**src/rtl/core/bchc_pkg.sv**
```systemverilog
// Shared types and constants for the button click and hold classifier.
package bchc_pkg;

  // Input commands
  localparam logic [1:0] CMD_PRESS   = 2'd0;
  localparam logic [1:0] CMD_RELEASE = 2'd1;
  localparam logic [1:0] CMD_POLL    = 2'd2;

  // Configuration register indexes
  localparam logic [1:0] REG_HOLD_THRESHOLD = 2'd0;
  localparam logic [1:0] REG_CLICK_GAP      = 2'd1;
  localparam logic [1:0] REG_HOLD_PERIOD    = 2'd2;

  // Configuration reset values
  localparam logic [15:0] HOLD_THRESHOLD_RST = 16'd1000;
  localparam logic [15:0] CLICK_GAP_RST      = 16'd400;
  localparam logic [15:0] HOLD_PERIOD_RST    = 16'd1000;

  // Saturation value of the click and hold counts
  localparam logic [7:0] COUNT_MAX = 8'hFF;

  // Number of quotient bits produced by the hold-step divider
  localparam int DIV_BITS = 8;

  typedef struct packed {
    logic [1:0]  command;
    logic [31:0] time_ms;
  } in_item_t;

  typedef struct packed {
    logic [7:0] clicks;
    logic [7:0] holds;
    logic       event_ready;
    logic       interacting;
  } out_item_t;

  // Commands from the controller to the datapath
  typedef struct packed {
    logic       capture;   // latch the accepted item
    logic       load;      // form span, remainder and compare flags
    logic       div_step;  // one restoring-division step
    logic [2:0] bit_idx;   // quotient bit resolved by this step
    logic       finish;    // commit state update and load the result
  } dp_cmd_t;

endpackage

```
**src/rtl/core/bchc_ctrl.sv**
```systemverilog
// Controller state machine: sequences capture, load, divide and finish.
module bchc_ctrl (
  input  logic             clk,
  input  logic             rst_n,
  input  logic             in_valid,
  output logic             in_stall,
  output logic             out_valid,
  input  logic             out_stall,
  output bchc_pkg::dp_cmd_t cmd
);

  localparam logic [1:0] S_IDLE = 2'd0;
  localparam logic [1:0] S_LOAD = 2'd1;
  localparam logic [1:0] S_DIV  = 2'd2;
  localparam logic [1:0] S_FIN  = 2'd3;

  logic [1:0] state_r, state_nxt;
  logic [2:0] cnt_r, cnt_nxt;
  logic       out_valid_r, out_valid_nxt;
  logic       accept;
  logic       fin;

  assign in_stall  = (state_r != S_IDLE);
  assign out_valid = out_valid_r;
  assign accept    = in_valid && !in_stall;
  assign fin       = (state_r == S_FIN) && (!out_valid_r || !out_stall);

  // Drive datapath commands
  always_comb begin
    cmd.capture  = accept;
    cmd.load     = (state_r == S_LOAD);
    cmd.div_step = (state_r == S_DIV);
    cmd.bit_idx  = cnt_r;
    cmd.finish   = fin;
  end

  // Advance the sequence
  always_comb begin
    state_nxt = state_r;
    cnt_nxt   = cnt_r;
    unique case (state_r)
      S_IDLE: begin
        if (accept) state_nxt = S_LOAD;
      end
      S_LOAD: begin
        cnt_nxt   = 3'(bchc_pkg::DIV_BITS - 1);
        state_nxt = S_DIV;
      end
      S_DIV: begin
        if (cnt_r == 3'd0) begin
          state_nxt = S_FIN;
        end else begin
          cnt_nxt = cnt_r - 3'd1;
        end
      end
      S_FIN: begin
        if (fin) state_nxt = S_IDLE;
      end
      default: state_nxt = S_IDLE;
    endcase
  end

  // Hold the result until it is taken
  always_comb begin
    out_valid_nxt = out_valid_r;
    if (fin) begin
      out_valid_nxt = 1'b1;
    end else if (out_valid_r && !out_stall) begin
      out_valid_nxt = 1'b0;
    end
  end

  always_ff @(posedge clk) begin
    if (!rst_n) begin
      state_r     <= S_IDLE;
      cnt_r       <= 3'd0;
      out_valid_r <= 1'b0;
    end else begin
      state_r     <= state_nxt;
      cnt_r       <= cnt_nxt;
      out_valid_r <= out_valid_nxt;
    end
  end

endmodule

```
**src/rtl/core/bchc_dp.sv**
```systemverilog
// Datapath: configuration, button state, hold-step divider and result register.
module bchc_dp (
  input  logic                clk,
  input  logic                rst_n,
  input  bchc_pkg::dp_cmd_t   cmd,
  input  bchc_pkg::in_item_t  in_data,
  input  logic                cfg_we,
  input  logic [1:0]          cfg_index,
  input  logic [15:0]         cfg_wdata,
  output bchc_pkg::out_item_t out_data
);

  // Configuration
  logic [15:0] thr_r, gap_r, period_r;
  // Button state
  logic        pressed_r, pressed_nxt;
  logic [31:0] fall_r, fall_nxt;
  logic [31:0] rise_r, rise_nxt;
  logic [7:0]  click_r, click_nxt;
  logic [7:0]  hold_r, hold_nxt;
  logic        cp_r, cp_nxt;
  logic        hp_r, hp_nxt;
  // Captured item and divider
  logic [1:0]  cmd_r;
  logic [31:0] now_r;
  logic [23:0] rem_r;
  logic [7:0]  q_r;
  logic        sat_r, ge_r, gap_ok_r;
  bchc_pkg::out_item_t out_r, out_nxt;

  logic [15:0] per;
  logic [23:0] sat_lim;
  logic [31:0] span, diff;
  logic [23:0] per_sh;
  logic [7:0]  steps;
  logic        busy, hold_hit, active_after;
  logic [7:0]  hold_v;
  logic        hp_v;
  logic [7:0]  rep_clicks, rep_holds;

  // A zero period acts as one
  assign per     = (period_r == 16'd0) ? 16'd1 : period_r;
  // 255 * period: at or above this the step count saturates
  assign sat_lim = ({per, 8'd0}) - {8'd0, per};
  assign span    = now_r - fall_r;
  assign diff    = span - {16'd0, thr_r};
  assign per_sh  = {8'd0, per} << cmd.bit_idx;

  assign steps    = sat_r ? bchc_pkg::COUNT_MAX : (q_r + 8'd1);
  assign busy     = pressed_r || cp_r || hp_r;
  assign hold_hit = ge_r && (steps != hold_r);

  // Work out the state update and the reported counts
  always_comb begin
    pressed_nxt = pressed_r;
    fall_nxt    = fall_r;
    rise_nxt    = rise_r;
    click_nxt   = click_r;
    hold_nxt    = hold_r;
    cp_nxt      = cp_r;
    hp_nxt      = hp_r;
    hold_v      = hold_r;
    hp_v        = hp_r;
    rep_clicks  = 8'd0;
    rep_holds   = 8'd0;
    unique case (cmd_r)
      bchc_pkg::CMD_PRESS: begin
        if (!pressed_r) begin
          fall_nxt    = now_r;
          pressed_nxt = 1'b1;
          hold_nxt    = 8'd0;
          hp_nxt      = 1'b0;
        end
      end
      bchc_pkg::CMD_RELEASE: begin
        if (pressed_r) begin
          rise_nxt    = now_r;
          pressed_nxt = 1'b0;
          if (ge_r) begin
            if (hold_hit) begin
              hold_nxt = steps;
              hp_nxt   = 1'b1;
            end
          end else begin
            if (click_r != bchc_pkg::COUNT_MAX) click_nxt = click_r + 8'd1;
            cp_nxt = 1'b1;
          end
        end
      end
      bchc_pkg::CMD_POLL: begin
        if (busy) begin
          // report clicks once the gap has passed
          if (cp_r && gap_ok_r) begin
            rep_clicks = click_r;
            click_nxt  = 8'd0;
            cp_nxt     = 1'b0;
          end
          // refresh the hold count while held
          if (pressed_r && hold_hit) begin
            hold_v = steps;
            hp_v   = 1'b1;
          end
          if (hp_v) begin
            rep_holds = hold_v;
            if (!pressed_r) hold_v = 8'd0;
            hp_v = 1'b0;
          end
          hold_nxt = hold_v;
          hp_nxt   = hp_v;
        end else begin
          // idle poll: drop everything
          fall_nxt  = 32'd0;
          rise_nxt  = 32'd0;
          click_nxt = 8'd0;
          hold_nxt  = 8'd0;
          cp_nxt    = 1'b0;
          hp_nxt    = 1'b0;
        end
      end
      default: begin
      end
    endcase
    active_after        = pressed_nxt || cp_nxt || hp_nxt;
    out_nxt.clicks      = rep_clicks;
    out_nxt.holds       = rep_holds;
    out_nxt.event_ready = (rep_clicks != 8'd0) || (rep_holds != 8'd0);
    out_nxt.interacting = (cmd_r == bchc_pkg::CMD_POLL) ? busy : active_after;
  end

  // Configuration and button state
  always_ff @(posedge clk) begin
    if (!rst_n) begin
      thr_r     <= bchc_pkg::HOLD_THRESHOLD_RST;
      gap_r     <= bchc_pkg::CLICK_GAP_RST;
      period_r  <= bchc_pkg::HOLD_PERIOD_RST;
      pressed_r <= 1'b0;
      fall_r    <= 32'd0;
      rise_r    <= 32'd0;
      click_r   <= 8'd0;
      hold_r    <= 8'd0;
      cp_r      <= 1'b0;
      hp_r      <= 1'b0;
    end else begin
      if (cfg_we) begin
        unique case (cfg_index)
          bchc_pkg::REG_HOLD_THRESHOLD: thr_r    <= cfg_wdata;
          bchc_pkg::REG_CLICK_GAP:      gap_r    <= cfg_wdata;
          bchc_pkg::REG_HOLD_PERIOD:    period_r <= cfg_wdata;
          default: begin
          end
        endcase
      end
      if (cmd.finish) begin
        pressed_r <= pressed_nxt;
        fall_r    <= fall_nxt;
        rise_r    <= rise_nxt;
        click_r   <= click_nxt;
        hold_r    <= hold_nxt;
        cp_r      <= cp_nxt;
        hp_r      <= hp_nxt;
      end
    end
  end

  // Capture the item, set up and run the divider, load the result
  always_ff @(posedge clk) begin
    if (cmd.capture) begin
      cmd_r <= in_data.command;
      now_r <= in_data.time_ms;
    end
    if (cmd.load) begin
      ge_r     <= (span >= {16'd0, thr_r});
      sat_r    <= (diff >= {8'd0, sat_lim});
      gap_ok_r <= ((now_r - rise_r) >= {16'd0, gap_r});
      rem_r    <= diff[23:0];
      q_r      <= 8'd0;
    end
    if (cmd.div_step) begin
      if (rem_r >= per_sh) begin
        rem_r             <= rem_r - per_sh;
        q_r[cmd.bit_idx]  <= 1'b1;
      end
    end
    if (cmd.finish) begin
      out_r <= out_nxt;
    end
  end

  assign out_data = out_r;

endmodule

```
**src/rtl/core/button_click_hold_classifier_core.sv**
```systemverilog
// Button click and hold classifier: takes press, release and poll items with
// a millisecond timestamp and returns one result item per input item. Each
// item passes through capture, forming the press span, eight steps of the
// bit-per-cycle divider that turns the span into a hold step count, and the
// commit of the update, before the next item can be accepted. Its result is
// loaded into the output register at the commit.
// A finished result waits in the output register while the block accepts the
// next item; the block only holds in its final cycle if that register is
// still full. Configuration writes take effect at once and must be made
// while no item is in flight.
module button_click_hold_classifier_core (
  input  logic                clk,
  input  logic                rst_n,
  input  logic                in_valid,
  output logic                in_stall,
  input  bchc_pkg::in_item_t  in_data,
  output logic                out_valid,
  input  logic                out_stall,
  output bchc_pkg::out_item_t out_data,
  input  logic                cfg_we,
  input  logic [1:0]          cfg_index,
  input  logic [15:0]         cfg_wdata
);

  bchc_pkg::dp_cmd_t cmd;

  bchc_ctrl u_ctrl (
    .clk       (clk),
    .rst_n     (rst_n),
    .in_valid  (in_valid),
    .in_stall  (in_stall),
    .out_valid (out_valid),
    .out_stall (out_stall),
    .cmd       (cmd)
  );

  bchc_dp u_dp (
    .clk       (clk),
    .rst_n     (rst_n),
    .cmd       (cmd),
    .in_data   (in_data),
    .cfg_we    (cfg_we),
    .cfg_index (cfg_index),
    .cfg_wdata (cfg_wdata),
    .out_data  (out_data)
  );

endmodule

```
**config.mk**
```make
export PLATFORM = sky130hd
export DESIGN_NAME = button_click_hold_classifier_core
export DESIGN_NICKNAME = d
export VERILOG_FILES = /design/src/rtl/core/bchc_pkg.sv /design/src/rtl/core/bchc_ctrl.sv /design/src/rtl/core/bchc_dp.sv /design/src/rtl/core/button_click_hold_classifier_core.sv
export SDC_FILE = /design/constraint.sdc
export NUM_CORES = 1
export LEC_CHECK = 0
export CAP_MARGIN = 10
export CORE_UTILIZATION = 45
export CTS_BUF_LIST = sky130_fd_sc_hd__clkbuf_8
export DETAILED_ROUTE_END_ITERATION = 12
export DONT_BUFFER_PORTS = 1
export GPL_TIMING_DRIVEN = 1
export PLACE_DENSITY = 0.65
export REMOVE_ABC_BUFFERS = 1
export SKIP_LAST_GASP = 1
export SLEW_MARGIN = 10
export SYNTH_ARGS = -nofsm -noshare
export SYNTH_HDL_FRONTEND = slang
export SYNTH_HIERARCHICAL = 1
export SYNTH_SLANG_ARGS = --single-unit
export TNS_END_PERCENT = 100
```
**constraint.sdc**
```tcl
create_clock -name clk -period 5.6 [get_ports clk]
set_input_delay 1.12 -clock clk [delete_from_list [all_inputs] [get_ports clk]]
set_output_delay 1.12 -clock clk [all_outputs]
set_load 0.01 [all_outputs]
```
## Word level (Yosys, flattened, before mapping)

Index checks and enable logic that the tools add are counted.

- Bits in registers: 224
- Bits in latches: 0
- Bits in writable memories: 0
- Memory bits (read-only): 0
- Input port bits: 57
- Output and inout port bits: 20
- Logic and storage cells: 158
- Memories kept: 0

- Add/sub/neg operators: 8
- Multiply operators: 0
- Divide/modulo/power cells: 0
- Order comparisons: 6
- Equality and inequality tests: 21
- Shift operators: 1
- Muxes and demuxes: 59
- Bitwise logic cells: 1
- Reductions and logical operators: 38

Operator list:

| operator | count |
|---|---|
| $mux 8 | 23 |
| $pmux 32 s2 | 2 |
| $mux 32 | 3 |
| $mux 24 | 3 |
| $ge 32x16->1 | 2 |
| $sub 32x32->32 | 2 |
| $ge 32x24->1 | 1 |
| $sub 32x16->32 | 1 |
| $ge 24x24->1 | 1 |
| $pmux 8 s3 | 1 |
| $shl 16x3->24 | 1 |
| $sub 24x16->24 | 1 |
| $sub 24x24->24 | 1 |
| $add 8x1->8 const B | 2 |
| $logic_not 16->1 | 1 |
| $mux 16 | 1 |
| $pmux 8 s2 | 1 |
| $reduce_bool 8->1 | 2 |
| $mux 1 | 15 |
| $ne 2x1->1 const B | 7 |
| $reduce_and 6->1 | 2 |
| $reduce_bool 2->1 | 5 |
| $eq 2x2->1 const B | 4 |
| $ne 2x2->1 const B | 4 |
| other kinds (24) | 48 |

## Logic depth before layout (Yosys ltp)

- Word-level depth: 13
- Mapped depth: 26
- Gate-level depth less buffers: 26

## By module

The synthesis kept the hierarchy.

By module, submodules not included:

| module | instances | cells an instance | area each (um2) | sequential area each (um2) |
|---|---|---|---|---|
| bchc_dp | 1 | 1,989 | 16,383.2 | 4,914.7 |
| bchc_ctrl | 1 | 43 | 405.4 | 120.1 |

## Least setup slack after synthesis

Ideal clock, no wire load.

- Path kind: register to register
- Start: reg u_dp.now_r[1]
- End: reg u_dp.sat_r, data pin
- Library setup time: 0.275 ns
- Arrival: 5.344 ns
- Data required time: 5.325 ns
- Setup slack: -0.019 ns
- Cell stages (with the launch flop): 25
- Path buffers: 0
- Clock period less this slack: 5.619 ns
- Path through: edfxtp_1 > ha_1 > nor2b_1 > o31a_1 > o21ai_1 > o211a_1 > nand2b_1 > a21oi_1 > xnor2_1 > ha_1 > a21o_1 > a21oi_1 > o21bai_1 > a21o_1 > a221o_1 > a311o_1 > nor4_2 > nand2_1 > xnor2_1 > ha_1 > a21o_1 > a21oi_1 > o221ai_1 > nor4b_1 > o2111ai_1

- Word-level cells in the longest chain between the ends: 3

RTL lines:

| item | line | source |
|---|---|---|
| start: declaration | bchc_dp.sv:25 | `logic [31:0] now_r;` |
| start signal: assignment | bchc_dp.sv:169 | `now_r <= in_data.time_ms;` |
| $sub 32x32->32 | bchc_dp.sv:45 | `assign span = now_r - fall_r;` |
| $sub 32x16->32 | bchc_dp.sv:46 | `assign diff = span - {16'd0, thr_r};` |
| $ge 32x24->1 | bchc_dp.sv:173 | `sat_r <= (diff >= {8'd0, sat_lim});` |
| end signal: assignment | bchc_dp.sv:173 |  |
| end: declaration | bchc_dp.sv:28 | `logic sat_r, ge_r, gap_ok_r;` |

Every way passes these cells.
A chain may end at the register's enable or synchronous reset.

## Worst setup path after layout

Same ends and word-level chain as after synthesis.

==> run metrics <==
status=complete, no violations; number of global-route vias before repair=13900; total count of hold-check failures in the final report=0; Overall Global Routing Usage=roughly 23%; initial cell density of the core=45.7%; worst hold slack after final layout=0.464 ns; Syn-to-layout area delta=11.0%; Routability Congestion=0.910; master of the slowest instance on the critical path=or4_4; unrepaired setup endpoints after global routing=true; minimum period implied by the final worst setup slack=about 5.5 ns; synthesis warning total=6; critical path arrival=5.85 ns; layout cells sized above 1=9.64%; number of buffers on the longest clock path=3; number of violations of the max-capacitance limit=0; area leader, netlist=dfxtp_1; Tightest Hold Check Type=reg2reg; share of async-settable or async-resettable flops after synthesis=0%; total power divided by cell area=438 mW/mm2; clock slew at reported path FFs=0.06 ns; Crit. End Element=flop; number of top-level pins=77; Num Clock Sinks=224; total detailed-routing wirelength=approximately 44000 um; maximum fanout count along the critical path=4; leakage power figure=7.11 nW; flip-flop cell with the highest count after synthesis=dfxtp_1; total half-perimeter wirelength after legalization and detailed placement=32200 um; Cell Chain, Critical Path=ha_1 > nor2b_4 > o31a_1 > buf_6 > o21a_1 > nor2_2 > xnor2_2 > ha_4 > a21oi_4 > a21oi_2 > o31a_1 > o41ai_4 > o2111ai_2 > or4_4 > xor2_2 > ha_1 > a21o_1 > a21o_1 > a21oi_2 > o221ai_2 > nor4b_2 > o2111ai_1; level count of the clock H-tree=2; Total Nets Final=2275; Core ar.=0.0367 mm2; detailed router's first-iteration violation count=914; number of enable-type register cells in the synthesized netlist=55; number of remaining DRC errors=0; largest net degree at the start of global routing=132; Clock Skews=0.0323 ns; sum of internal, switching and leakage power=between 8 and 9 mW; WP data required=5.93 ns; dominant cells by area after synthesis=dfxtp_1, ha_1, edfxtp_1, nor2b_1, nand2_1; chip height=195 um; Setup Crit Path Kind=reg2reg; number of antenna violations at the first check in global routing=1; netlist area before placement=0.0168 mm2; ratio of final minimum period to clock period=between 90% and 100%; root buffer selected by CTS=clkbuf_8; Slew headroom=23.2%; total count of max-transition violations in the final report=0; clock network latency to the later pin of the worst-skew pair=0.61 ns; antenna violation net count after detailed routing=0; wire length of the first global-routing pass=69900 um; number of instances in the synthesized netlist=~2000; Netlist cell types=between 80 and 90; sequential cell area fraction in the yosys report=30.0%; mean instance size in the synthesized netlist=around 8.3 um2; Max stage delay on crit path=0.55 ns; share of Yosys cell area claimed by the top area cell type=slightly above 20%; achievable clock frequency=0.181 GHz; GR Overflow Total=0; number of I/O port buffers=0; wire per inst=17.2 um; Worst-Margin Slew=1.15 ns; floorplan die area=around 0.038 mm2; TritonCTS clock tree=built; number of rows created at floorplan=70; synthesized flop and latch total=~220; ratio of routed vias to standard cells=5.68; VDD IR-drop max=about 250 uV; die span in x=between 150 and 200 um; number of buffers added by the clock tree synthesis step=43; count of final setup violators=0; via count=14500; crit path launch type=flop; Initial DRT Pass Iterations=5
report_power, final:
group	leakage (nW)	total, mW	internal, mW	switching, mW
Sequential	1.88	2.11	1.90	0.207
Clock	0.498	1.68	0.924	0.752
Combinational	4.74	4.37	1.90	2.48
Total	7.11	8.16	4.72	3.43
registers in the layout, indices dropped and copies added (netlist names), 2 cells and up:
name / count
u_dp/fall_r: 32
u_dp/now_r: 32
u_dp/rise_r: 32
u_dp/rem_r: 24
u_dp/out_data: 18
u_dp/gap_r: 16
u_dp/period_r: 16
u_dp/thr_r: 16
u_dp/click_r: 8
u_dp/hold_r: 8
u_dp/q_r: 8
u_ctrl/cnt_r: 3
u_ctrl/state_r: 2
u_dp/cmd_r: 2
final cells by class:
| cell class | instances | area, um2 |
|---|---|---|
| antenna | 1 | 2.50 |
| fill | 3391 | 18100 |
| clock inverter | 28 | 181 |
| sequential | 224 | 5030 |
| clock buffer | 51 | 702 |
| timing repair buffer | 59 | 447 |
| tap | 468 | 586 |
| multi-input combinational | 1553 | 11000 |
| inverter | 171 | 642 |
timing repair:
item	4_1_cts	5_1_grt
endpoints found under the setup margin	1	3
pin swaps	2	36
setup buffers	0	12
hold buffers	0	0
resized for setup	1	48
worst paths after layout:
check / slack (ns) / endpoint / cells past startpoint / from
worst max-delay path: 0.08 / u_dp/sat_r$_DFFE_PP_ / 22 / u_dp/now_r[1]$_DFFE_PP_
worst min-delay path: 0.46 / u_dp/thr_r[10]$_SDFFE_PN0P_ / 2 / u_dp/thr_r[10]$_SDFFE_PN0P_
worst max register to register: 0.08 / u_dp/sat_r$_DFFE_PP_ / 22 / u_dp/now_r[1]$_DFFE_PP_
worst min register to register: 0.46 / u_dp/thr_r[10]$_SDFFE_PN0P_ / 2 / u_dp/thr_r[10]$_SDFFE_PN0P_
logic make-up after synthesis:
kind of cell / count (synthesis) / share of synthesized area (%)
adders and majority gates: 166 / 12.6
xor gates and xnor gates: 115 / 6.04
AOI/OAI and AO/OA: 543 / 21.7
muxes: 59 / 3.82
and+or+nand+nor: 670 / 20.1
buffers and inverters: 255 / 5.80
DFF: 224 / 30.0
cell usage after synthesis (all sizes together), types with 33 or more instances:
cell and number:
nand2 199, inv 170, dfxtp 169, ha 162
nor2b 126, a21oi 117, nor2 115, o21ai 99
xnor2 82, clkbuf 75, a22oi 65, edfxtp 55
mux2i 54, a21boi 52, nand3 48, a21o 45
nor3 37, xor2 33
cell usage in the layout (no fill, tap or decap), drive strengths merged, types with 45 or more instances in the layout:
cell type	n
a22oi	65
nor2b	126
mux2i	54
a21oi	117
edfxtp	55
clkbuf	51
inv	182
nand2	199
dfxtp	169
nand3	48
buf	59
nor2	115
a21boi	52
xnor2	82
ha	162
o21ai	99
a21o	45
metal layers:
layer  global-route usage, %  vias to the layer above  part of all wire [%]
met5                       0                        -                     0
met4                    9.33                        0                   3.0
met3                    3.40                       83                   4.5
met2                    37.2                      318                    46
met1                    29.4                     6830                    47
li1                        -                     7281                     -
worst max-delay path, delay by kind of cell, from the launching register on:
family                   cells  cell delay, ns
XOR/XNOR                     2            0.36
adder cells (fa/ha/maj)      3            0.88
AND/OR/NAND/NOR              4            1.09
AO/OA/AOI/OAI               12            2.33
flip-flops                   1            0.43
buffers and inverters        1            0.15
metrics by stage:
step,util (%),std cells,setup TNS [ns],setup WS (ns),cell area (um2)
global route,50.8,2555,-0.178,-0.147,18600
finish,50.8,2555,0,0.0765,18600
floorplan,-,1948,-0.0188,-0.0188,16500
detailed placement,47.5,2463,-0.0439,-0.0439,17400
global placement,47.5,2463,0,0.0456,17400
CTS,49.9,2542,0,0.0121,18300
No activity file was read; power rests on OpenSTA's default activity.
